$ cat src/design/efp_fifo.sv
// Small queue of mapped points between the front and back parts.
`default_nettype none
module efp_fifo #(
  parameter int W     = 96,
  parameter int DEPTH = 2
) (
  input  wire logic         clk,
  input  wire logic         rst_n,
  input  wire logic         push,
  input  wire logic [W-1:0] din,
  output logic              full,
  input  wire logic         pop,
  output logic [W-1:0]      dout,
  output logic              empty
);
  localparam int AW = $clog2(DEPTH);

  logic [W-1:0] data_r [DEPTH];
  logic [AW:0]  wr_r, rd_r;

  always_ff @(posedge clk) begin
    if (!rst_n) begin
      wr_r <= '0;
      rd_r <= '0;
    end else begin
      if (push && !full) begin
        wr_r <= wr_r + (AW+1)'(1);
      end
      if (pop && !empty) begin
        rd_r <= rd_r + (AW+1)'(1);
      end
    end
  end

  always_ff @(posedge clk) begin
    if (push && !full) begin
      data_r[wr_r[AW-1:0]] <= din;
    end
  end

  assign empty = (wr_r == rd_r);
  assign full  = (wr_r[AW] != rd_r[AW]) && (wr_r[AW-1:0] == rd_r[AW-1:0]);
  assign dout  = data_r[rd_r[AW-1:0]];
endmodule
`default_nettype wire

$ cat config.mk
export PLATFORM = sky130hd
export DESIGN_NAME = efp_fifo
export DESIGN_NICKNAME = d
export VERILOG_FILES = /design/src/design/efp_fifo.sv
export SDC_FILE = /design/constraint.sdc
export NUM_CORES = 1
export LEC_CHECK = 0
export BUFFER_PORTS_ARGS = -buffer_cell sky130_fd_sc_hd__buf_2
export CORE_MARGIN = 2
export CORE_UTILIZATION = 52
export CTS_CLUSTER_DIAMETER = 60
export DETAILED_ROUTE_END_ITERATION = 10
export GPL_TIMING_DRIVEN = 0
export PLACE_DENSITY = 0.86
export REMOVE_ABC_BUFFERS = 1
export SLEW_MARGIN = 20
export SYNTH_ARGS = -nofsm -noshare
export SYNTH_HDL_FRONTEND = slang
export SYNTH_SLANG_ARGS = --single-unit
$ cat constraint.sdc
create_clock -name clk -period 7.8 [get_ports clk]
set_clock_uncertainty 0.1 [all_clocks]
set_input_delay 0.78 -clock clk [delete_from_list [all_inputs] [get_ports clk]]
set_output_delay 0.78 -clock clk [all_outputs]
set_load 0.01 [all_outputs]
==> results of run 1 <==
cell usage after synthesis, drive strengths merged:
master / number / area (um2)
and3b: 1 / 8.76
buf: 11 / 82.6
a21boi: 2 / 15.0
mux2i: 2 / 20.0
inv: 1 / 3.75
or3: 1 / 6.26
nand4: 1 / 6.26
mux2: 96 / 1080
edfxtp: 192 / 5770
a311oi: 1 / 8.76
nor2: 5 / 18.8
xor2: 2 / 25.0
xnor2: 1 / 8.76
o21ai: 2 / 10.0
clkbuf: 1 / 5.00
dfxtp: 5 / 100
nand2: 4 / 15.0
a31oi: 2 / 12.5
a21oi: 1 / 5.00
worst max-delay path, delay by kind of cell (launching register included):
| kind | cells | cell delay, ns |
|---|---|---|
| buf+inv | 2 | 0.45 |
| flops | 1 | 0.77 |
| mux | 1 | 0.38 |
stage by stage:
stage | total power (uW) | area (um2) | setup WS [ns] | hold WS [ns]
finish | 2410 | 9110 | 4.85 | 0.448
global route | 2500 | 9100 | 4.74 | 0.425
CTS | 2440 | 9100 | 4.79 | 0.425
detailed placement | 1580 | 8520 | 5.25 | 0.501
global placement | 1570 | 8320 | -0.695 | 0.455
floorplan | 1450 | 7110 | 1.58 | 0.438
worst max path at each step:
stage	endpoint	from	depth (start not counted)	slack, ns
global route	dout[84]	flip-flop	3	4.74
finish	dout[50]	flip-flop	3	4.85
global placement	data_r[1][90]$_DFFE_PP_	push	3	-0.70
floorplan	data_r[1][0]$_DFFE_PP_	push	2	1.58
detailed placement	dout[59]	flip-flop	3	5.25
CTS	dout[32]	flip-flop	3	4.79
registers in the layout, indices dropped and copies added (netlist names), named ones only:
signal	flops
data_r	192
wr_r	2
rd_r	2
layout by cell type, fill, tap and decap left out:
cell type and n:
a21boi_0 2, a21oi_4 1, a311oi_1 1, a31oi_1 2, and3b_4 1, buf_12 2, buf_16 4, buf_2 197
buf_8 2, bufinv_16 3, clkbuf_1 1, clkbuf_16 17, clkinv_2 5, clkinv_4 1, clkinvlp_4 2, dfxtp_1 4
dfxtp_4 1, diode_2 2, edfxtp_1 192, inv_1 1, inv_6 2, mux2_2 96, mux2i_1 2, nand2_1 4
nand4_1 1, nor2_1 5, o21ai_0 2, or3_1 1, xnor2_1 1, xor2_1 1, xor2_2 1
area by class of cell:
| class | count | share of cell area |
|---|---|---|
| diodes | 2 | 0.000550 |
| clock buffers | 18 | 0.0471 |
| clock inverters | 13 | 0.0172 |
| inverters | 1 | 0.000412 |
| multi-input cells | 121 | 0.138 |
| flip-flops and latches | 197 | 0.645 |
| well taps | 176 | 0.0242 |
| repair buffers | 205 | 0.128 |
per-layer routing:
metal | track usage | up-vias | wire (um)
met1 | 0.201 | 1808 | 4910
met2 | 0.302 | 147 | 6680
met5 | 0 | - | 0
met4 | 0.0654 | 0 | 180
met3 | 0.0651 | 15 | 992
li1 | - | 1742 | -
where the power goes:
| group | switching (uW) | total, uW | internal [uW] |
|---|---|---|---|
| combinational | 144 | 278 | 134 |
| clock | 349 | 851 | 502 |
| sequential | 27.6 | 1280 | 1250 |
kinds of logic after synthesis:
group	after synthesis	share of synthesized area
muxes	98	0.153
AOI/OAI and AO/OA	8	0.00713
xor gates and xnor gates	3	0.00469
DFF	197	0.815
buffers and inverters	13	0.0127
and+or+nand+nor	12	0.00765
==> flow_summary.toml, run 1 <==
[place]
io_buffer_count = 197
hpwl_um = 8780
gp_congestion = 0.692
placedCellCount = 700

[floorplan]
die_area_mm2 = 0.0148
start_util = 0.537
placementRows = 42
coreArea_mm2 = 0.0134
pin_count = 198
die_w_um = 122
die_h_um = 122

[cells_and_area]
syn_to_final_growth_pct = 26.5
utilization = 0.680
n_fill_cell = 914
seqCellArea_mm2 = 0.00587
layout.cells.non_filler = 733
nNetsFinal = 643
multi_input_comb_area_mm2 = 0.00126
drive_above_1_share = 0.604

[run]
max_cap_violations = 0

[synth]
avgSynthCellArea_um2 = 21.7
ys_ff_latch = 197
netlist_instances = 331
ys_warn_count = 0
ys_seq_area_frac = 0.815
synth_area_mm2 = 0.00720
yosysUniqueCellTypes = 22

[clocking]
cts_hold_buffers = 0
cts.repair.resized = 0
htreeDepth = 4
numCtsBuffers = 17
clockBufferDepth = 2
clk_latency_ns = 0.41
clk_pin_slew_ns = 0.06
cts_setup_buffers = 0
cts.sinks = 197
cts_root_buffer = "clkbuf_16"
cts_tree = "built"

[timing]
fin_crit_ns = 2.95
setup_viol = 0
slew_headroom = 0.534
tightest_slew_ns = 0.697
max_freq_mhz = 339
final.setup.tns_ns = 0
rsz0062_at_grt = "false"
hold_viol = 0
period_share = 0.378
drv_slew = 0

[setup_path]
r2r_slack_ns = 5.68
path_max_fanout = 49
start_kind = "flip-flop"
endpoint_kind = "output port"
slowest_delay_ns = 0.77
cp_slowest_cell = "dfxtp_4"
regToRegStartpoint = "wr_r[1]$_SDFFE_PN0N_"
worstSetupPathType = "flip-flop to output port"
worstPathRequired_ns = 6.92
reg2reg_depth = 4
worstPathCellList = "buf_16, mux2_2, buf_2"
arrival_ns = 2.07
reg2reg_to = "data_r[1][32]$_DFFE_PP_"

[power_and_ir_drop]
peakVddDrop_v = 0.000179
power_per_cell_area_mw_per_mm2 = 264
p_leak_uw = 0.00340

[detailed_routing]
vias_per_cell = 5.06
ant_nets = 0
wl_per_cell_um = 17.4
dr_total_vias = 3712
drt-total-wl_um = 12800
drt_iter0_drc = 222
firstDrtPassIters = 4
route.detailed.drc = 0

[grt]
grt_pass1_wl_um = 19300
grt_max_degree = 50
grt_antenna_before_repair = 2
grt_remaining_overflow = 0
grt_pass1_vias = 3846
grt.total_usage = 0.175

[min_path]
hp-start = "din[78]"
min_to = "data_r[0][78]$_DFFE_PP_"
min_path_cells = 1
hold_path_class = "primary input to flip-flop"

[run_status]
status = "finished, final reports clean"
Note: power is estimated with default switching activity, not from simulation.
==> run 2, diff against run 1 <==
--- a/config.mk
+++ b/config.mk
@@ -5,6 +5,7 @@
 export SDC_FILE = /design/constraint.sdc
 export NUM_CORES = 1
 export LEC_CHECK = 0
+export ABC_AREA = 1
 export BUFFER_PORTS_ARGS = -buffer_cell sky130_fd_sc_hd__buf_2
 export CORE_MARGIN = 2
 export CORE_UTILIZATION = 52
==> constraint.sdc (replaced) <==
create_clock -name clk -period 3 [get_ports clk]
set_clock_uncertainty 0.1 [all_clocks]
set_input_delay 0.3 -clock clk [delete_from_list [all_inputs] [get_ports clk]]
set_output_delay 0.3 -clock clk [all_outputs]
set_load 0.01 [all_outputs]
==> run 2 against run 1 <==
Net effect:
- worst setup slack got worse by 4.4 ns
- worst hold slack got worse by 0.40 ns
- sequential share of layout area decreased by 7.0 points
- routed wire length increased by 16%
- die area increased by 2.6%
- design area increased by 12%
- global-route usage increased by 2.0 points
- largest cell class unchanged
==> flow_summary.toml, run 2 <==
[synth]
yosysUniqueCellTypes = 13
ys_top_cells_by_area = "edfxtp_1 78%, mux2_2 8.5%, mux2_4 8.1%"
avgSynthCellArea_um2 = 21.4
synthTopCellsByCount = "192 x edfxtp_1, 56 x mux2_2, 40 x mux2_4, 20 x nand2_1, 9 x inv_1"
synth_area_mm2 = 0.00739
ys_seq_area_frac = 0.794
ys_warn_count = 0
async_reset_ff_frac = 0
synth.most_common_cell = "edfxtp_1"
dominantRegCellSynth = "edfxtp_1"
synth_top_area_share = 0.780
ys_ff_latch = 197
synth-edff-count = 192
yosysTopAreaCell = "edfxtp_1"
netlist_instances = 345

[place]
hpwl_um = 8700
placed_area_mm2 = 0.00864
pre_cts_ws_ns = 0.727
gp_congestion = 0.694
io_buffer_count = 197

[timing]
setup_slack_ns = 0.412
rsz0062_at_grt = "false"
hold_viol = 0
fin_crit_ns = 2.59
hold_ws_ns = 0.0496
max_freq_mhz = 386
period_share = 0.863
drv_slew = 0
slew_headroom = 0.488
setup_viol = 0
tightest_slew_ns = 0.768
final.setup.tns_ns = 0

[cells_and_area]
diodes = 0
nNetsFinal = 752
final_common_cell = "buf_2"
seqCellArea_mm2 = 0.00587
final_cell_mix = "197 x buf_2, 192 x edfxtp_1, 96 x dlygate4sd3_1, 56 x mux2_2, 40 x mux2_4"
multi_input_comb_area_mm2 = 0.00137
n_fill_cell = 788
largest_reg_flops = 192
fin_area_mm2 = 0.0102
syn_to_final_growth_pct = 38.3
drive_above_1_share = 0.498

[power_and_ir_drop]
p_leak_uw = 0.00399
p_total_uw = 6710
power_per_cell_area_mw_per_mm2 = 657
peakVddDrop_v = 0.000409

[detailed_routing]
ant_nets = 0
firstDrtPassIters = 4
route.detailed.drc = 0
drt-total-wl_um = 14800
drt_iter0_drc = 230
wl_per_cell_um = 17.6
vias_per_cell = 4.95
dr_total_vias = 4183

[run_status]
status = "finished, final reports clean"

[setup_path]
regToRegStartpoint = "wr_r[0]$_SDFFE_PN0N_"
path_max_fanout = 51
worstPathRequired_ns = 2.60
arrival_ns = 2.19
reg2reg_depth = 8
cp_slowest_cell = "dfxtp_4"
slowest_delay_ns = 0.85
reg2reg_to = "data_r[0][72]$_DFFE_PP_"
start_kind = "flip-flop"
worstPathCellList = "buf_16, mux2_2, buf_2"
worstSetupPathType = "flip-flop to output port"
endpoint_kind = "output port"
r2r_slack_ns = 0.71

[clocking]
cts_setup_buffers = 0
clk_pin_slew_ns = 0.07
htreeDepth = 4
cts.repair.resized = 0
cts_tree = "built"
clockBufferDepth = 2
clk_latency_ns = 0.42
cts_root_buffer = "clkbuf_16"
numCtsBuffers = 17
cts.sinks = 197

[floorplan]
pin_count = 198
die_w_um = 123
start_util = 0.532
die_h_um = 123
coreArea_mm2 = 0.0139
placementRows = 43
die_area_mm2 = 0.0152

[grt]
grt_pass1_vias = 4452
grt_max_degree = 56
grt_remaining_overflow = 0
grt_pass1_wl_um = 22100
grt.total_usage = 0.196
grt_antenna_before_repair = 0

[min_path]
hold_path_class = "primary input to flip-flop"
min_to = "wr_r[1]$_SDFFE_PN0N_"
hp-start = "rst_n"
min_path_cells = 3

[run]
max_cap_violations = 0
## run 2: cell count changes in the layout (fill, tap and decap cells not counted), sizes merged, moves of 2 or more
cell	before	now
mux2i	2	0
a21boi	2	0
diode	2	0
buf	205	203
a21oi	1	4
a31oi	2	0
nand3	0	2
clkinv	6	2
clkbuf	18	21
inv	3	11
xor2	2	0
o21ai	2	0
nand2	4	20
dlygate4sd3	0	96
## run 2: per-layer routing
| metal | GRT usage | wire (um) | vias up |
|---|---|---|---|
| li1 | - | - | 1952 |
| met1 | 0.208 | 5570 | 2036 |
| met2 | 0.355 | 7970 | 158 |
| met3 | 0.0503 | 840 | 37 |
| met4 | 0.101 | 463 | 0 |
| met5 | 0 | 0 | - |
## run 2: cells by family after synthesis
group | after synthesis | synth area share
buffers and inverters | 20 | 0.0223
flip-flops | 197 | 0.794
AO/OA/AOI/OAI | 4 | 0.00271
AND/OR/NAND/NOR | 28 | 0.0146
multiplexers | 96 | 0.167
## run 2: worst max-delay path by stage
| stage | start | to | depth (start not counted) |
|---|---|---|---|
| 2_1_floorplan | rd_r[1]$_SDFFE_PN0P_ | data_r[0][0]$_DFFE_PP_ | 6 |
| 3_3_place_gp | wr_r[0]$_SDFFE_PN0N_ | data_r[0][81]$_DFFE_PP_ | 6 |
| 3_5_place_dp | wr_r[0]$_SDFFE_PN0N_ | data_r[0][47]$_DFFE_PP_ | 8 |
| 4_1_cts | flip-flop | dout[8] | 3 |
| 5_1_grt | flip-flop | dout[9] | 3 |
| 6_report | flip-flop | dout[30] | 3 |
## run 2: layout make-up
type,count,area share
clock buffer,21,0.0441
clock inverter,11,0.0170
inverter,9,0.00379
multi-input combinational,128,0.134
sequential,197,0.574
tap,180,0.0220
timing repair buffer,299,0.205
## run 2: metrics by stage
| step | util | std cells |
|---|---|---|
| 5_1_grt | 0.736 | 845 |
| 4_1_cts | 0.736 | 845 |
| 6_report | 0.736 | 845 |
| 3_5_place_dp | 0.622 | 717 |
| 2_1_floorplan | - | 334 |
| 3_3_place_gp | 0.610 | 711 |
## run 2: critical path: cells and delay by family, from the launching register on
kind,cells,cell delay (ns)
buffers and inverters,2,0.49
multiplexers,1,0.39
flip-flops,1,0.85
## run 2: power breakdown
part	leakage [uW]	internal (uW)	switching (uW)	total (uW)
Combinational	0.00186	538	461	999
Clock	0.000294	1420	942	2370
Sequential	0.00184	3250	95.5	3340
Total	0.00399	5210	1500	6710
## run 2: what timing repair did
action                     in CTS  in global routing
hold buffers                   96                  0
hold endpoints to repair      192                  0
setup endpoints to repair       0                  0
==> run 3, diff against run 2 <==
--- a/config.mk
+++ b/config.mk
@@ -7,12 +7,15 @@
 export LEC_CHECK = 0
 export ABC_AREA = 1
 export BUFFER_PORTS_ARGS = -buffer_cell sky130_fd_sc_hd__buf_2
+export CELL_PAD_IN_SITES_DETAIL_PLACEMENT = 1
+export CELL_PAD_IN_SITES_GLOBAL_PLACEMENT = 1
 export CORE_MARGIN = 2
-export CORE_UTILIZATION = 52
+export CORE_UTILIZATION = 44
 export CTS_CLUSTER_DIAMETER = 60
 export DETAILED_ROUTE_END_ITERATION = 10
 export GPL_TIMING_DRIVEN = 0
 export PLACE_DENSITY = 0.86
+export RECOVER_POWER = 50
 export REMOVE_ABC_BUFFERS = 1
 export SLEW_MARGIN = 20
 export SYNTH_ARGS = -nofsm -noshare
==> constraint.sdc (replaced) <==
create_clock -name clk -period 2.85 [get_ports clk]
set_clock_uncertainty 0.1 [all_clocks]
set_input_delay 0.285 -clock clk [delete_from_list [all_inputs] [get_ports clk]]
set_output_delay 0.285 -clock clk [all_outputs]
set_load 0.01 [all_outputs]
==> run 3 against run 2 <==
Net effect:
- sequential power is 4% higher
- total power up 4.5%
- non-clock buffer count up 1
- critical path type unchanged
- final cell count rose by 5.0%
- combinational power up 9%
- sequential share of layout area is 0.31 points higher
- worst hold slack improved by 0.00069 ns
- design area down 0.54%
- critical endpoint is now dout[9]
- via count decreased by 0.36%
- global-route usage shrank 0.60 points
- die area up 18%
- clock-buffer cell count fell by 4
==> flow_summary.toml, run 3 (same netlist as run 2, synthesis figures left out) <==
[run_status]
status = "finished, final reports clean"

[timing]
rsz0062_at_grt = "false"
drv_slew = 0
max_freq_mhz = 455
fin_crit_ns = 2.20
setup_slack_ns = 0.654
final.setup.tns_ns = 0
hold_viol = 0
slew_headroom = 0.761
tightest_slew_ns = 0.359
setup_viol = 0
period_share = 0.770

[setup_path]
path_max_fanout = 41
r2r_slack_ns = 0.71
worstPathRequired_ns = 2.47
endpoint_kind = "output port"
worstSetupPathType = "flip-flop to output port"
arrival_ns = 1.81
start_kind = "flip-flop"

[detailed_routing]
wl_per_cell_um = 18.6
drt-total-wl_um = 16500
drt_iter0_drc = 173
dr_total_vias = 4168
vias_per_cell = 4.70
route.detailed.drc = 0
firstDrtPassIters = 4
ant_nets = 0

[cells_and_area]
n_fill_cell = 1549
fin_area_mm2 = 0.0102
multi_input_comb_area_mm2 = 0.00137
drive_above_1_share = 0.368
seqCellArea_mm2 = 0.00587
largest_reg_flops = 192
final_common_cell = "edfxtp_1"
syn_to_final_growth_pct = 37.6
final_cell_mix = "192 x edfxtp_1, 110 x buf_2, 96 x dlygate4sd3_1, 86 x clkbuf_1, 56 x mux2_2"
nNetsFinal = 753

[power_and_ir_drop]
power_per_cell_area_mw_per_mm2 = 690
p_leak_uw = 0.00375
p_total_uw = 7010
peakVddDrop_v = 0.000395

[run]
max_cap_violations = 0

[floorplan]
die_area_mm2 = 0.0178
pin_count = 198
coreArea_mm2 = 0.0165
die_h_um = 134
placementRows = 47
die_w_um = 134
start_util = 0.447

[clocking]
clk_pin_slew_ns = 0.07
clk_latency_ns = 0.41
cts.sinks = 197
clockBufferDepth = 2
numCtsBuffers = 17
cts_tree = "built"
cts_root_buffer = "clkbuf_16"
htreeDepth = 4

[place]
hpwl_um = 10200
pre_cts_ws_ns = 0.684
io_buffer_count = 197
gp_congestion = 0.670
placed_area_mm2 = 0.00871

[grt]
grt_remaining_overflow = 0
grt_pass1_vias = 4786
grt_max_degree = 67
grt_pass1_wl_um = 25700
grt.total_usage = 0.190
grt_antenna_before_repair = 1

[min_path]
hold_path_class = "primary input to flip-flop"
==> run 3: cell count changes in the layout (fill, tap and decap cells not counted), moves of 2 or more <==
cell / change
inv_6: -2
buf_2: -87
clkinv_1: +4
clkbuf_1: +83
inv_8: +3
==> run 3: layer usage <==
| metal | part of all wire | wire length, um | global-route usage |
|---|---|---|---|
| met1 | 0.37 | 6130 | 0.210 |
| met5 | 0 | 0 | 0 |
| met4 | 0.021 | 342 | 0.0650 |
| met3 | 0.042 | 685 | 0.0400 |
| met2 | 0.57 | 9330 | 0.359 |
==> run 3: stage by stage <==
stage           util  hold slack (ns)  instances
2_1_floorplan      -            0.284        334
3_3_place_gp   0.516            0.372        751
3_5_place_dp   0.527            0.376        758
4_1_cts        0.622           0.0301        886
5_1_grt        0.615           0.0319        887
6_report       0.615           0.0503        887
==> run 3: cell type report <==
type                    instances  share of cell area
diodes                          1            0.000246
well taps                     220              0.0271
inverters                       9             0.00382
clock buffers                  17              0.0418
flip-flops and latches        197               0.577
repair buffers                300               0.198
multi-input cells             128               0.134
clock inverters                15              0.0176
==> run 3: critical path: stages, from the launching register on <==
cell     delay [ns]
dfxtp_4        0.54
buf_16         0.29
mux2_2         0.38
buf_2          0.15
==> run 3: report_power, final <==
group | internal, uW | switching [uW] | total, uW | leakage [uW]
clock | 1390 | 1040 | 2430 | 0.000285
sequential | 3420 | 73.9 | 3490 | 0.00184
combinational | 554 | 531 | 1090 | 0.00163
==> run 3: worst paths after layout <==
| path | start | to | cells past startpoint |
|---|---|---|---|
| max reg2reg | wr_r[0]$_SDFFE_PN0N_ | data_r[1][14]$_DFFE_PP_ | 7 |
| max | flip-flop | dout[9] | 3 |
| min | rst_n | rd_r[1]$_SDFFE_PN0P_ | 3 |
| min reg2reg | wr_r[1]$_SDFFE_PN0N_ | wr_r[1]$_SDFFE_PN0N_ | 2 |
==> run 3: timing repair <==
action,in CTS,in global routing
buffers inserted,0,0
gates resized for setup,0,0
endpoints found under the hold margin,192,0
hold buffers,96,0
