<file path="config.mk">
export PLATFORM = sky130hd
export DESIGN_NAME = efp_front
export DESIGN_NICKNAME = d
export VERILOG_FILES = /design/src/design/efp_pkg.sv /design/src/design/efp_div.sv /design/src/design/efp_mul.sv /design/src/design/efp_front.sv
export SDC_FILE = /design/constraint.sdc
export NUM_CORES = 2
export LEC_CHECK = 0
export BUFFER_PORTS_ARGS = -buffer_cell sky130_fd_sc_hd__clkbuf_2
export CAP_MARGIN = 15
export CELL_PAD_IN_SITES_DETAIL_PLACEMENT = 1
export CELL_PAD_IN_SITES_GLOBAL_PLACEMENT = 2
export CORE_ASPECT_RATIO = 0.6
export CORE_MARGIN = 3
export CORE_UTILIZATION = 40
export DETAILED_ROUTE_END_ITERATION = 8
export PLACE_DENSITY_LB_ADDON = 0.15
export SLEW_MARGIN = 20
export SYNTH_ARGS = -nofsm -noshare
export SYNTH_HDL_FRONTEND = slang
export SYNTH_SLANG_ARGS = --single-unit
</file>
<file path="constraint.sdc">
create_clock -name clk -period 8.95 [get_ports clk]
set_input_delay 1.3425 -clock clk [delete_from_list [all_inputs] [get_ports clk]]
set_output_delay 1.3425 -clock clk [all_outputs]
set_load 0.05 [all_outputs]
</file>
<file path="src/design/efp_pkg.sv">
// Shared types and constants of the escape-time fractal pixel block.
`default_nettype none
package efp_pkg;

  localparam int CFG_ADDR_W = 3;
  localparam int CFG_DATA_W = 32;

  localparam logic [CFG_ADDR_W-1:0] CFG_IMAGE_WIDTH     = 3'd0;
  localparam logic [CFG_ADDR_W-1:0] CFG_ITERATION_LIMIT = 3'd1;
  localparam logic [CFG_ADDR_W-1:0] CFG_X_SPAN          = 3'd2;
  localparam logic [CFG_ADDR_W-1:0] CFG_Y_SPAN          = 3'd3;
  localparam logic [CFG_ADDR_W-1:0] CFG_X_OFFSET        = 3'd4;
  localparam logic [CFG_ADDR_W-1:0] CFG_Y_OFFSET        = 3'd5;

  localparam int PIX_W      = 16;
  localparam int CNT_W      = 16;
  localparam int SPAN_W     = 32;
  localparam int SPAN_FRAC  = 28;
  localparam int LOG_G      = 16;
  localparam int LOG_MANT   = 30;
  localparam int MOD_W      = 20;
  localparam int CHAN_W     = 8;

  typedef enum logic [2:0] {
    F_IDLE,
    F_DIV_X,
    F_MUL_X,
    F_DIV_Y,
    F_MUL_Y,
    F_PUSH
  } efp_front_state_t;

  typedef enum logic [3:0] {
    B_IDLE,
    B_SQX,
    B_SQY,
    B_TEST,
    B_XY,
    B_SCAN,
    B_LOG,
    B_MOD,
    B_OUT
  } efp_back_state_t;

  typedef struct packed {
    logic              escaped;
    logic [CHAN_W-1:0] channel_a;
    logic [CHAN_W-1:0] channel_b;
    logic [CHAN_W-1:0] channel_c;
    logic [CNT_W-1:0]  escape_count;
  } efp_result_t;

endpackage
`default_nettype wire

</file>
<file path="src/design/efp_div.sv">
// Restoring divider, one quotient bit per cycle.
`default_nettype none
module efp_div #(
  parameter int W  = 46,
  parameter int DW = 16
) (
  input  wire logic          clk,
  input  wire logic          rst_n,
  input  wire logic          start,
  input  wire logic [W-1:0]  dividend,
  input  wire logic [DW-1:0] divisor,
  output logic               done,
  output logic [W-1:0]       quot,
  output logic [DW-1:0]      rem
);
  localparam int CW = $clog2(W + 1);

  logic          busy_r, busy_nxt;
  logic          done_r, done_nxt;
  logic [CW-1:0] cnt_r, cnt_nxt;
  logic [W-1:0]  q_r, q_nxt;
  logic [DW-1:0] r_r, r_nxt;
  logic [DW-1:0] d_r, d_nxt;
  logic [DW:0]   rs;
  logic [DW:0]   diff;

  always_comb begin
    busy_nxt = busy_r;
    done_nxt = 1'b0;
    cnt_nxt  = cnt_r;
    q_nxt    = q_r;
    r_nxt    = r_r;
    d_nxt    = d_r;
    rs       = {r_r, q_r[W-1]};
    diff     = rs - {1'b0, d_r};
    if (start && !busy_r) begin
      busy_nxt = 1'b1;
      cnt_nxt  = CW'(W);
      q_nxt    = dividend;
      r_nxt    = '0;
      d_nxt    = divisor;
    end else if (busy_r) begin
      if (!diff[DW]) begin
        r_nxt = diff[DW-1:0];
        q_nxt = {q_r[W-2:0], 1'b1};
      end else begin
        r_nxt = rs[DW-1:0];
        q_nxt = {q_r[W-2:0], 1'b0};
      end
      cnt_nxt = cnt_r - CW'(1);
      if (cnt_r == CW'(1)) begin
        busy_nxt = 1'b0;
        done_nxt = 1'b1;
      end
    end
  end

  always_ff @(posedge clk) begin
    if (!rst_n) begin
      busy_r <= 1'b0;
      done_r <= 1'b0;
      cnt_r  <= '0;
    end else begin
      busy_r <= busy_nxt;
      done_r <= done_nxt;
      cnt_r  <= cnt_nxt;
    end
  end

  always_ff @(posedge clk) begin
    q_r <= q_nxt;
    r_r <= r_nxt;
    d_r <= d_nxt;
  end

  assign done = done_r;
  assign quot = q_r;
  assign rem  = r_r;
endmodule
`default_nettype wire

</file>
<file path="src/design/efp_mul.sv">
// Signed saturating fixed-point multiplier built from four half-width partial products.
`default_nettype none
module efp_mul #(
  parameter int FRAC_BITS = 30,
  parameter int INT_BITS  = 18
) (
  input  wire logic                                   clk,
  input  wire logic                                   rst_n,
  input  wire logic                                   start,
  input  wire logic                                   coord_scale,
  input  wire logic signed [INT_BITS+FRAC_BITS-1:0]   a,
  input  wire logic signed [INT_BITS+FRAC_BITS-1:0]   b,
  output logic                                        done,
  output logic signed [INT_BITS+FRAC_BITS-1:0]        p
);
  localparam int QB = INT_BITS + FRAC_BITS;
  localparam int H  = (QB + 1) / 2;
  localparam int AW = 4 * H;
  localparam int SW = $clog2(AW);
  localparam logic [QB-1:0] QMAX = {1'b0, {(QB-1){1'b1}}};
  localparam logic [QB-1:0] QMIN = {1'b1, {(QB-1){1'b0}}};

  logic          busy_r;
  logic          done_r;
  logic [2:0]    cnt_r;
  logic          pp_valid_r;
  logic [2*H-1:0] ma_r, mb_r;
  logic          neg_r;
  logic [SW-1:0] sh_r;
  logic [2*H-1:0] pp_r;
  logic [1:0]    ppsel_r;
  logic [AW-1:0] acc_r;
  logic [QB-1:0] p_r;

  logic [QB-1:0] abs_a, abs_b;
  logic [H-1:0]  ah, bh;
  logic [AW-1:0] pp_shift;
  logic [AW-1:0] m;
  logic          sat;
  logic [QB-1:0] res;

  always_comb begin
    abs_a = a[QB-1] ? QB'(-a) : QB'(a);
    abs_b = b[QB-1] ? QB'(-b) : QB'(b);
    ah    = cnt_r[1] ? ma_r[2*H-1:H] : ma_r[H-1:0];
    bh    = cnt_r[0] ? mb_r[2*H-1:H] : mb_r[H-1:0];
    case (ppsel_r)
      2'd0:    pp_shift = AW'(pp_r);
      2'd1:    pp_shift = AW'(pp_r) << H;
      default: pp_shift = AW'(pp_r) << (2 * H);
    endcase
    m   = acc_r >> sh_r;
    sat = |m[AW-1:QB-1];
    if (sat) begin
      res = neg_r ? QMIN : QMAX;
    end else begin
      res = neg_r ? QB'(-m[QB-1:0]) : m[QB-1:0];
    end
  end

  always_ff @(posedge clk) begin
    if (!rst_n) begin
      busy_r     <= 1'b0;
      done_r     <= 1'b0;
      cnt_r      <= '0;
      pp_valid_r <= 1'b0;
    end else begin
      done_r <= 1'b0;
      if (start && !busy_r) begin
        busy_r     <= 1'b1;
        cnt_r      <= '0;
        pp_valid_r <= 1'b0;
      end else if (busy_r) begin
        pp_valid_r <= (cnt_r <= 3'd3);
        cnt_r      <= cnt_r + 3'd1;
        if (cnt_r == 3'd5) begin
          busy_r <= 1'b0;
          done_r <= 1'b1;
        end
      end
    end
  end

  always_ff @(posedge clk) begin
    if (start && !busy_r) begin
      ma_r  <= (2*H)'(abs_a);
      mb_r  <= (2*H)'(abs_b);
      neg_r <= a[QB-1] ^ b[QB-1];
      sh_r  <= coord_scale ? SW'(efp_pkg::SPAN_FRAC) : SW'(FRAC_BITS);
      acc_r <= '0;
    end else if (busy_r) begin
      pp_r    <= ah * bh;
      ppsel_r <= 2'(cnt_r[1]) + 2'(cnt_r[0]);
      if (pp_valid_r) begin
        acc_r <= acc_r + pp_shift;
      end
      if (cnt_r == 3'd5) begin
        p_r <= res;
      end
    end
  end

  assign done = done_r;
  assign p    = p_r;
endmodule
`default_nettype wire

</file>
<file path="src/design/efp_front.sv">
// Front part: accepts pixels and maps them to points of the complex plane.
`default_nettype none
module efp_front #(
  parameter int FRAC_BITS = 30,
  parameter int INT_BITS  = 18
) (
  input  wire logic                                 clk,
  input  wire logic                                 rst_n,
  input  wire logic                                 in_push,
  input  wire logic [efp_pkg::PIX_W-1:0]            in_pixel_x,
  input  wire logic [efp_pkg::PIX_W-1:0]            in_pixel_y,
  output logic                                      in_full,
  input  wire logic [efp_pkg::PIX_W-1:0]            image_width,
  input  wire logic signed [efp_pkg::SPAN_W-1:0]    x_span,
  input  wire logic signed [efp_pkg::SPAN_W-1:0]    y_span,
  input  wire logic signed [efp_pkg::SPAN_W-1:0]    x_offset,
  input  wire logic signed [efp_pkg::SPAN_W-1:0]    y_offset,
  output logic                                      fifo_push,
  output logic signed [INT_BITS+FRAC_BITS-1:0]      fifo_cx,
  output logic signed [INT_BITS+FRAC_BITS-1:0]      fifo_cy,
  input  wire logic                                 fifo_full
);
  localparam int QB    = INT_BITS + FRAC_BITS;
  localparam int DVW   = efp_pkg::PIX_W + FRAC_BITS;
  localparam int OSH_L = (FRAC_BITS >= efp_pkg::SPAN_FRAC) ? FRAC_BITS - efp_pkg::SPAN_FRAC : 0;
  localparam int OSH_R = (FRAC_BITS < efp_pkg::SPAN_FRAC) ? efp_pkg::SPAN_FRAC - FRAC_BITS : 0;
  localparam logic [QB-1:0] QMAX = {1'b0, {(QB-1){1'b1}}};
  localparam logic [QB-1:0] QMIN = {1'b1, {(QB-1){1'b0}}};

  efp_pkg::efp_front_state_t state_r, state_nxt;
  logic                      kick_r, kick_nxt;
  logic [efp_pkg::PIX_W-1:0] px_r, px_nxt, py_r, py_nxt;
  logic signed [QB-1:0]      cx_r, cx_nxt, cy_r, cy_nxt;

  logic                      div_start, div_done;
  logic [DVW-1:0]            div_dividend, div_quot;
  logic [efp_pkg::PIX_W-1:0] div_divisor, div_rem;
  logic                      mul_start, mul_done;
  logic signed [QB-1:0]      mul_a, mul_b, mul_p;
  logic signed [QB-1:0]      noff_x, noff_y;

  function automatic logic signed [QB-1:0] sat_add(input logic signed [QB-1:0] x,
                                                   input logic signed [QB-1:0] y);
    logic [QB:0] s;
    s = {x[QB-1], x} + {y[QB-1], y};
    if (s[QB] != s[QB-1]) begin
      return s[QB] ? QMIN : QMAX;
    end
    return s[QB-1:0];
  endfunction

  function automatic logic signed [QB-1:0] neg_offset(input logic signed [31:0] v);
    logic [31:0]   om;
    logic [QB-1:0] sc;
    om = v[31] ? 32'(-v) : 32'(v);
    sc = (QB'(om) << OSH_L) >> OSH_R;
    return v[31] ? sc : QB'(-sc);
  endfunction

  efp_div #(.W(DVW), .DW(efp_pkg::PIX_W)) u_div (
    .clk      (clk),
    .rst_n    (rst_n),
    .start    (div_start),
    .dividend (div_dividend),
    .divisor  (div_divisor),
    .done     (div_done),
    .quot     (div_quot),
    .rem      (div_rem)
  );

  efp_mul #(.FRAC_BITS(FRAC_BITS), .INT_BITS(INT_BITS)) u_mul (
    .clk         (clk),
    .rst_n       (rst_n),
    .start       (mul_start),
    .coord_scale (1'b1),
    .a           (mul_a),
    .b           (mul_b),
    .done        (mul_done),
    .p           (mul_p)
  );

  always_comb begin
    noff_x       = neg_offset(x_offset);
    noff_y       = neg_offset(y_offset);
    div_divisor  = (image_width == '0) ? efp_pkg::PIX_W'(1) : image_width;
    div_dividend = {(state_r == efp_pkg::F_DIV_Y) ? py_r : px_r, {FRAC_BITS{1'b0}}};
    div_start    = kick_r && (state_r == efp_pkg::F_DIV_X || state_r == efp_pkg::F_DIV_Y);
    mul_a        = {{(QB-DVW){1'b0}}, div_quot};
    mul_b        = (state_r == efp_pkg::F_MUL_Y)
                   ? {{(QB-efp_pkg::SPAN_W){y_span[31]}}, y_span}
                   : {{(QB-efp_pkg::SPAN_W){x_span[31]}}, x_span};
    mul_start    = kick_r && (state_r == efp_pkg::F_MUL_X || state_r == efp_pkg::F_MUL_Y);

    state_nxt = state_r;
    kick_nxt  = 1'b0;
    px_nxt    = px_r;
    py_nxt    = py_r;
    cx_nxt    = cx_r;
    cy_nxt    = cy_r;
    fifo_push = 1'b0;
    unique case (state_r)
      efp_pkg::F_IDLE: begin
        if (in_push) begin
          px_nxt    = in_pixel_x;
          py_nxt    = in_pixel_y;
          state_nxt = efp_pkg::F_DIV_X;
          kick_nxt  = 1'b1;
        end
      end
      efp_pkg::F_DIV_X: begin
        if (div_done) begin
          state_nxt = efp_pkg::F_MUL_X;
          kick_nxt  = 1'b1;
        end
      end
      efp_pkg::F_MUL_X: begin
        if (mul_done) begin
          cx_nxt    = sat_add(mul_p, noff_x);
          state_nxt = efp_pkg::F_DIV_Y;
          kick_nxt  = 1'b1;
        end
      end
      efp_pkg::F_DIV_Y: begin
        if (div_done) begin
          state_nxt = efp_pkg::F_MUL_Y;
          kick_nxt  = 1'b1;
        end
      end
      efp_pkg::F_MUL_Y: begin
        if (mul_done) begin
          cy_nxt    = sat_add(mul_p, noff_y);
          state_nxt = efp_pkg::F_PUSH;
        end
      end
      efp_pkg::F_PUSH: begin
        if (!fifo_full) begin
          fifo_push = 1'b1;
          state_nxt = efp_pkg::F_IDLE;
        end
      end
      default: state_nxt = efp_pkg::F_IDLE;
    endcase
  end

  always_ff @(posedge clk) begin
    if (!rst_n) begin
      state_r <= efp_pkg::F_IDLE;
      kick_r  <= 1'b0;
    end else begin
      state_r <= state_nxt;
      kick_r  <= kick_nxt;
    end
  end

  always_ff @(posedge clk) begin
    px_r <= px_nxt;
    py_r <= py_nxt;
    cx_r <= cx_nxt;
    cy_r <= cy_nxt;
  end

  assign in_full = (state_r != efp_pkg::F_IDLE);
  assign fifo_cx = cx_r;
  assign fifo_cy = cy_r;
endmodule
`default_nettype wire

</file>
==> impl_metrics.tcl <==
set metrics [dict create \
    outcome "completed" \
    startpoint_type "register" \
    irDropWorstVdd_mv 0.146 \
    slew_viol_final 0 \
    cts_root_buf "sky130_fd_sc_hd__clkbuf_16" \
    critical_path_arrival_ns 9.03 \
    floorplan.die_area_um2 136000 \
    area_delta_synth_final_pct 11.8 \
    route.antenna.remaining_nets 0 \
    min_period_over_period_pct 96.1 \
    worst_reg_to_reg_setup_slack_ns 0.35 \
    detailed_routing_iterations_pass_1 5 \
    synth_top_area_cell "sky130_fd_sc_hd__edfxtp_1" \
    clk_pin_slew_worst_paths_ns 0.09 \
    synth_seq_cells 513 \
    drt-initial-drc-count 4828 \
    p_leak_nw 26.1 \
    setup_viol 0 \
    vias_in_the_first_global_route 44692 \
    grt_pass1_wl_um 307000 \
    postLayoutCellArea_um2 59000 \
    core.rowCount 102 \
    worstReg2RegEnd "u_mul.pp_r[45]" \
    ys_top_cells_by_area "sky130_fd_sc_hd__edfxtp_1 (20%), sky130_fd_sc_hd__fa_1 (18%), sky130_fd_sc_hd__ha_1 (9.2%)" \
    post_route_cells_drive_above_1_share_pct 10.7 \
    post-place-cells 7799 \
    drcViolationCount 0 \
    power.density_cell_area_nw_per_um2 112 \
    cp_common_cell "sky130_fd_sc_hd__fa_1" \
    postPlaceCellArea_um2 56800 \
    largest_net_degree_at_the_start_of_global_routing 75 \
    synth.yosys.warnings 0 \
    worstPathMaxFanout 13 \
    fmax_mhz 116 \
    final_period_minus_worst_setup_slack_ns 8.60 \
    synth_cells 5921 \
    design.portCount 278 \
    cts-htree-levels 2 \
    filler_cell_count 15042 \
    synth_top_cell_area_share_pct 20.1 \
    fin_cells 7911 \
    synthesis.area_um2 52700 \
    ys_async_sr_fraction_pct 0 \
    wl_per_cell_um 26.4 \
    synth_edf_count 353 \
    worstHoldStart "u_div.quot[40]" \
    endpoint_kind "register" \
    synthesis.area_per_instance_um2 8.91 \
    slew-limit-headroom_pct 21.0 \
    most-common-layout-cells "sky130_fd_sc_hd__inv_1 (667), sky130_fd_sc_hd__nand2_1 (654), sky130_fd_sc_hd__nor2_1 (568)" \
    clock-sinks 513 \
    worstMarginPinSlew_ns 1.17 \
    hold-path-endpoint "u_mul.ma_r[40]" \
    tritoncts "built" \
    timing.hold.worst_path_depth 0 \
    port_buffers 277 \
    cts_hold_buf 0 \
    postLayoutCoreUtil_pct 45.4 \
    most_common_cell_after_layout_fill_and_taps_aside "sky130_fd_sc_hd__inv_1" \
    groute.usage.overall_pct 30.3 \
    timing.reg2reg.worst_path_depth 28 \
    fp.dieH_um 287 \
    tritoncts.num_buffers 58 \
    critical-path-slowest-cell "sky130_fd_sc_hd__fa_1" \
    die_width_um 475 \
    clk_latency_ns 0.69 \
    grt_remaining_overflow 0 \
    reported_max_cap_violation_count 0 \
    synth_cell_type_count 82 \
    max_stage_delay_ns 0.62 \
    synth_ff_type "sky130_fd_sc_hd__edfxtp_1" \
    core-area_um2 130000 \
    worstSetupPathType "reg2reg" \
    holdCritPathClass "reg2reg" \
    r2r-start "u_mul.cnt_r[1]" \
    floorplan.initialDensity_pct 40.6 \
    fin_skew_ns 0.0469 \
    dp.final_hpwl_um 174000 \
    antenna_found_initial 12 \
    place.gp.congestion 0.989 \
    count_of_endpoints_failing_hold_in_the_final_timing_report 0 \
    total_nets_final 7195 \
    wl_um 209000 \
    max-clock-path-buffers 3 \
    yosysSeqAreaShare_pct 26.2 \
    via_density_per_instance 5.77 \
    vias 45612 \
    worst_ep_required_time_ns 9.38 \
]
==> cell type report <==
type	count	area [um2]	area share (%)
Antenna cell	3	7.51	0.0127
Clock buffer	71	1590	2.70
Clock inverter	38	548	0.929
Inverter	669	2510	4.26
Multi-Input combinational cell	4453	35500	60.2
Sequential cell	513	13800	23.4
Tap cell	1716	2150	3.64
Timing Repair Buffer	448	2870	4.87
==> per-layer routing <==
layer	global-route usage (%)	share of wire (%)	vias to the layer above
li1	-	-	20626
met3	11.8	13	168
met4	3.78	1.2	4
met2	35.4	34	1717
met1	50.7	52	23097
met5	0	0.013	-
==> power by group <==
group	leakage (nW)	internal, mW	switching [mW]
Sequential	4.50	2.62	0.106
Combinational	20.6	0.441	0.663
Clock	1.03	1.62	1.14
Total	26.1	4.68	1.91
==> timing repair <==
| item | 4_1_cts | 5_1_grt |
|---|---|---|
| gates resized for setup | 1 | 9 |
| setup endpoints to repair | 1 | 6 |
| setup buffers | 0 | 0 |
==> Yosys cell counts (52+ instances only) <==
master,count
sky130_fd_sc_hd__a21o_1,148
sky130_fd_sc_hd__a21oi_1,366
sky130_fd_sc_hd__a22o_1,66
sky130_fd_sc_hd__and2_1,75
sky130_fd_sc_hd__clkbuf_1,284
sky130_fd_sc_hd__dfxtp_1,160
sky130_fd_sc_hd__edfxtp_1,353
sky130_fd_sc_hd__fa_1,486
sky130_fd_sc_hd__ha_1,386
sky130_fd_sc_hd__inv_1,669
sky130_fd_sc_hd__mux2_2,52
sky130_fd_sc_hd__mux2i_1,124
sky130_fd_sc_hd__nand2_1,655
sky130_fd_sc_hd__nand3_1,88
sky130_fd_sc_hd__nand4_1,70
sky130_fd_sc_hd__nor2_1,573
sky130_fd_sc_hd__nor3_1,111
sky130_fd_sc_hd__o21ai_0,294
sky130_fd_sc_hd__xnor2_1,187
sky130_fd_sc_hd__xor2_1,122
==> sequential cells by signal, indices dropped and copies added, names as in the netlist, 16 cells and up <==
signal       count
u_mul.ma_r      46
fifo_cx         48
u_div.d_r       16
fifo_cy         48
px_r            16
u_div.quot      46
u_mul.p         48
u_mul.acc_r     96
u_div.rem       16
py_r            16
u_mul.mb_r      48
u_mul.pp_r      48
==> metrics by stage <==
stage / setup slack, ns / power (mW) / hold WS (ns) / setup TNS (ns)
finish: 0.348 / 6.59 / 0.456 / 0
global route: -0.00232 / 6.87 / 0.473 / -0.00232
CTS: 0.0913 / 6.63 / 0.455 / 0
detailed placement: 0.0661 / 3.86 / 0.440 / 0
global placement: 0.145 / 3.83 / 0.430 / 0
floorplan: 0.790 / 3.50 / 0.426 / 0
==> worst max path at each step <==
stage	slack (ns)	to	start	depth (start not counted)
2_1_floorplan	0.79	u_mul.pp_r[46]	u_mul.cnt_r[0]	31
3_3_place_gp	0.14	u_mul.pp_r[46]	u_mul.cnt_r[1]	27
3_5_place_dp	0.07	u_mul.pp_r[46]	u_mul.cnt_r[1]	27
4_1_cts	0.09	u_mul.pp_r[46]	u_mul.cnt_r[1]	27
5_1_grt	-0.002	u_mul.pp_r[46]	u_mul.cnt_r[0]	28
6_report	0.35	u_mul.pp_r[45]	u_mul.cnt_r[1]	28
==> critical path, delay by kind of cell, from the launching register on <==
family / cells / cell delay [ns]
simple gates: 3 / 0.45
fa+ha+maj: 8 / 4.06
mux: 1 / 0.36
flops: 1 / 0.51
buf+inv: 9 / 1.15
compound gates: 6 / 1.65
xor+xnor: 1 / 0.16
==> logic make-up (layout without fill, tap and decap cells) <==
family,Yosys count,in the layout,share of synthesized area (%)
xor+xnor,309,309,5.13
compound gates,1231,1231,14.7
buf+inv,970,1226,6.91
flops,513,513,26.2
mux,176,176,3.46
fa+ha+maj,879,879,27.7
other cells,1,19,0.00711
simple gates,1842,1842,15.9
No activity file was read; power rests on OpenSTA's default activity.
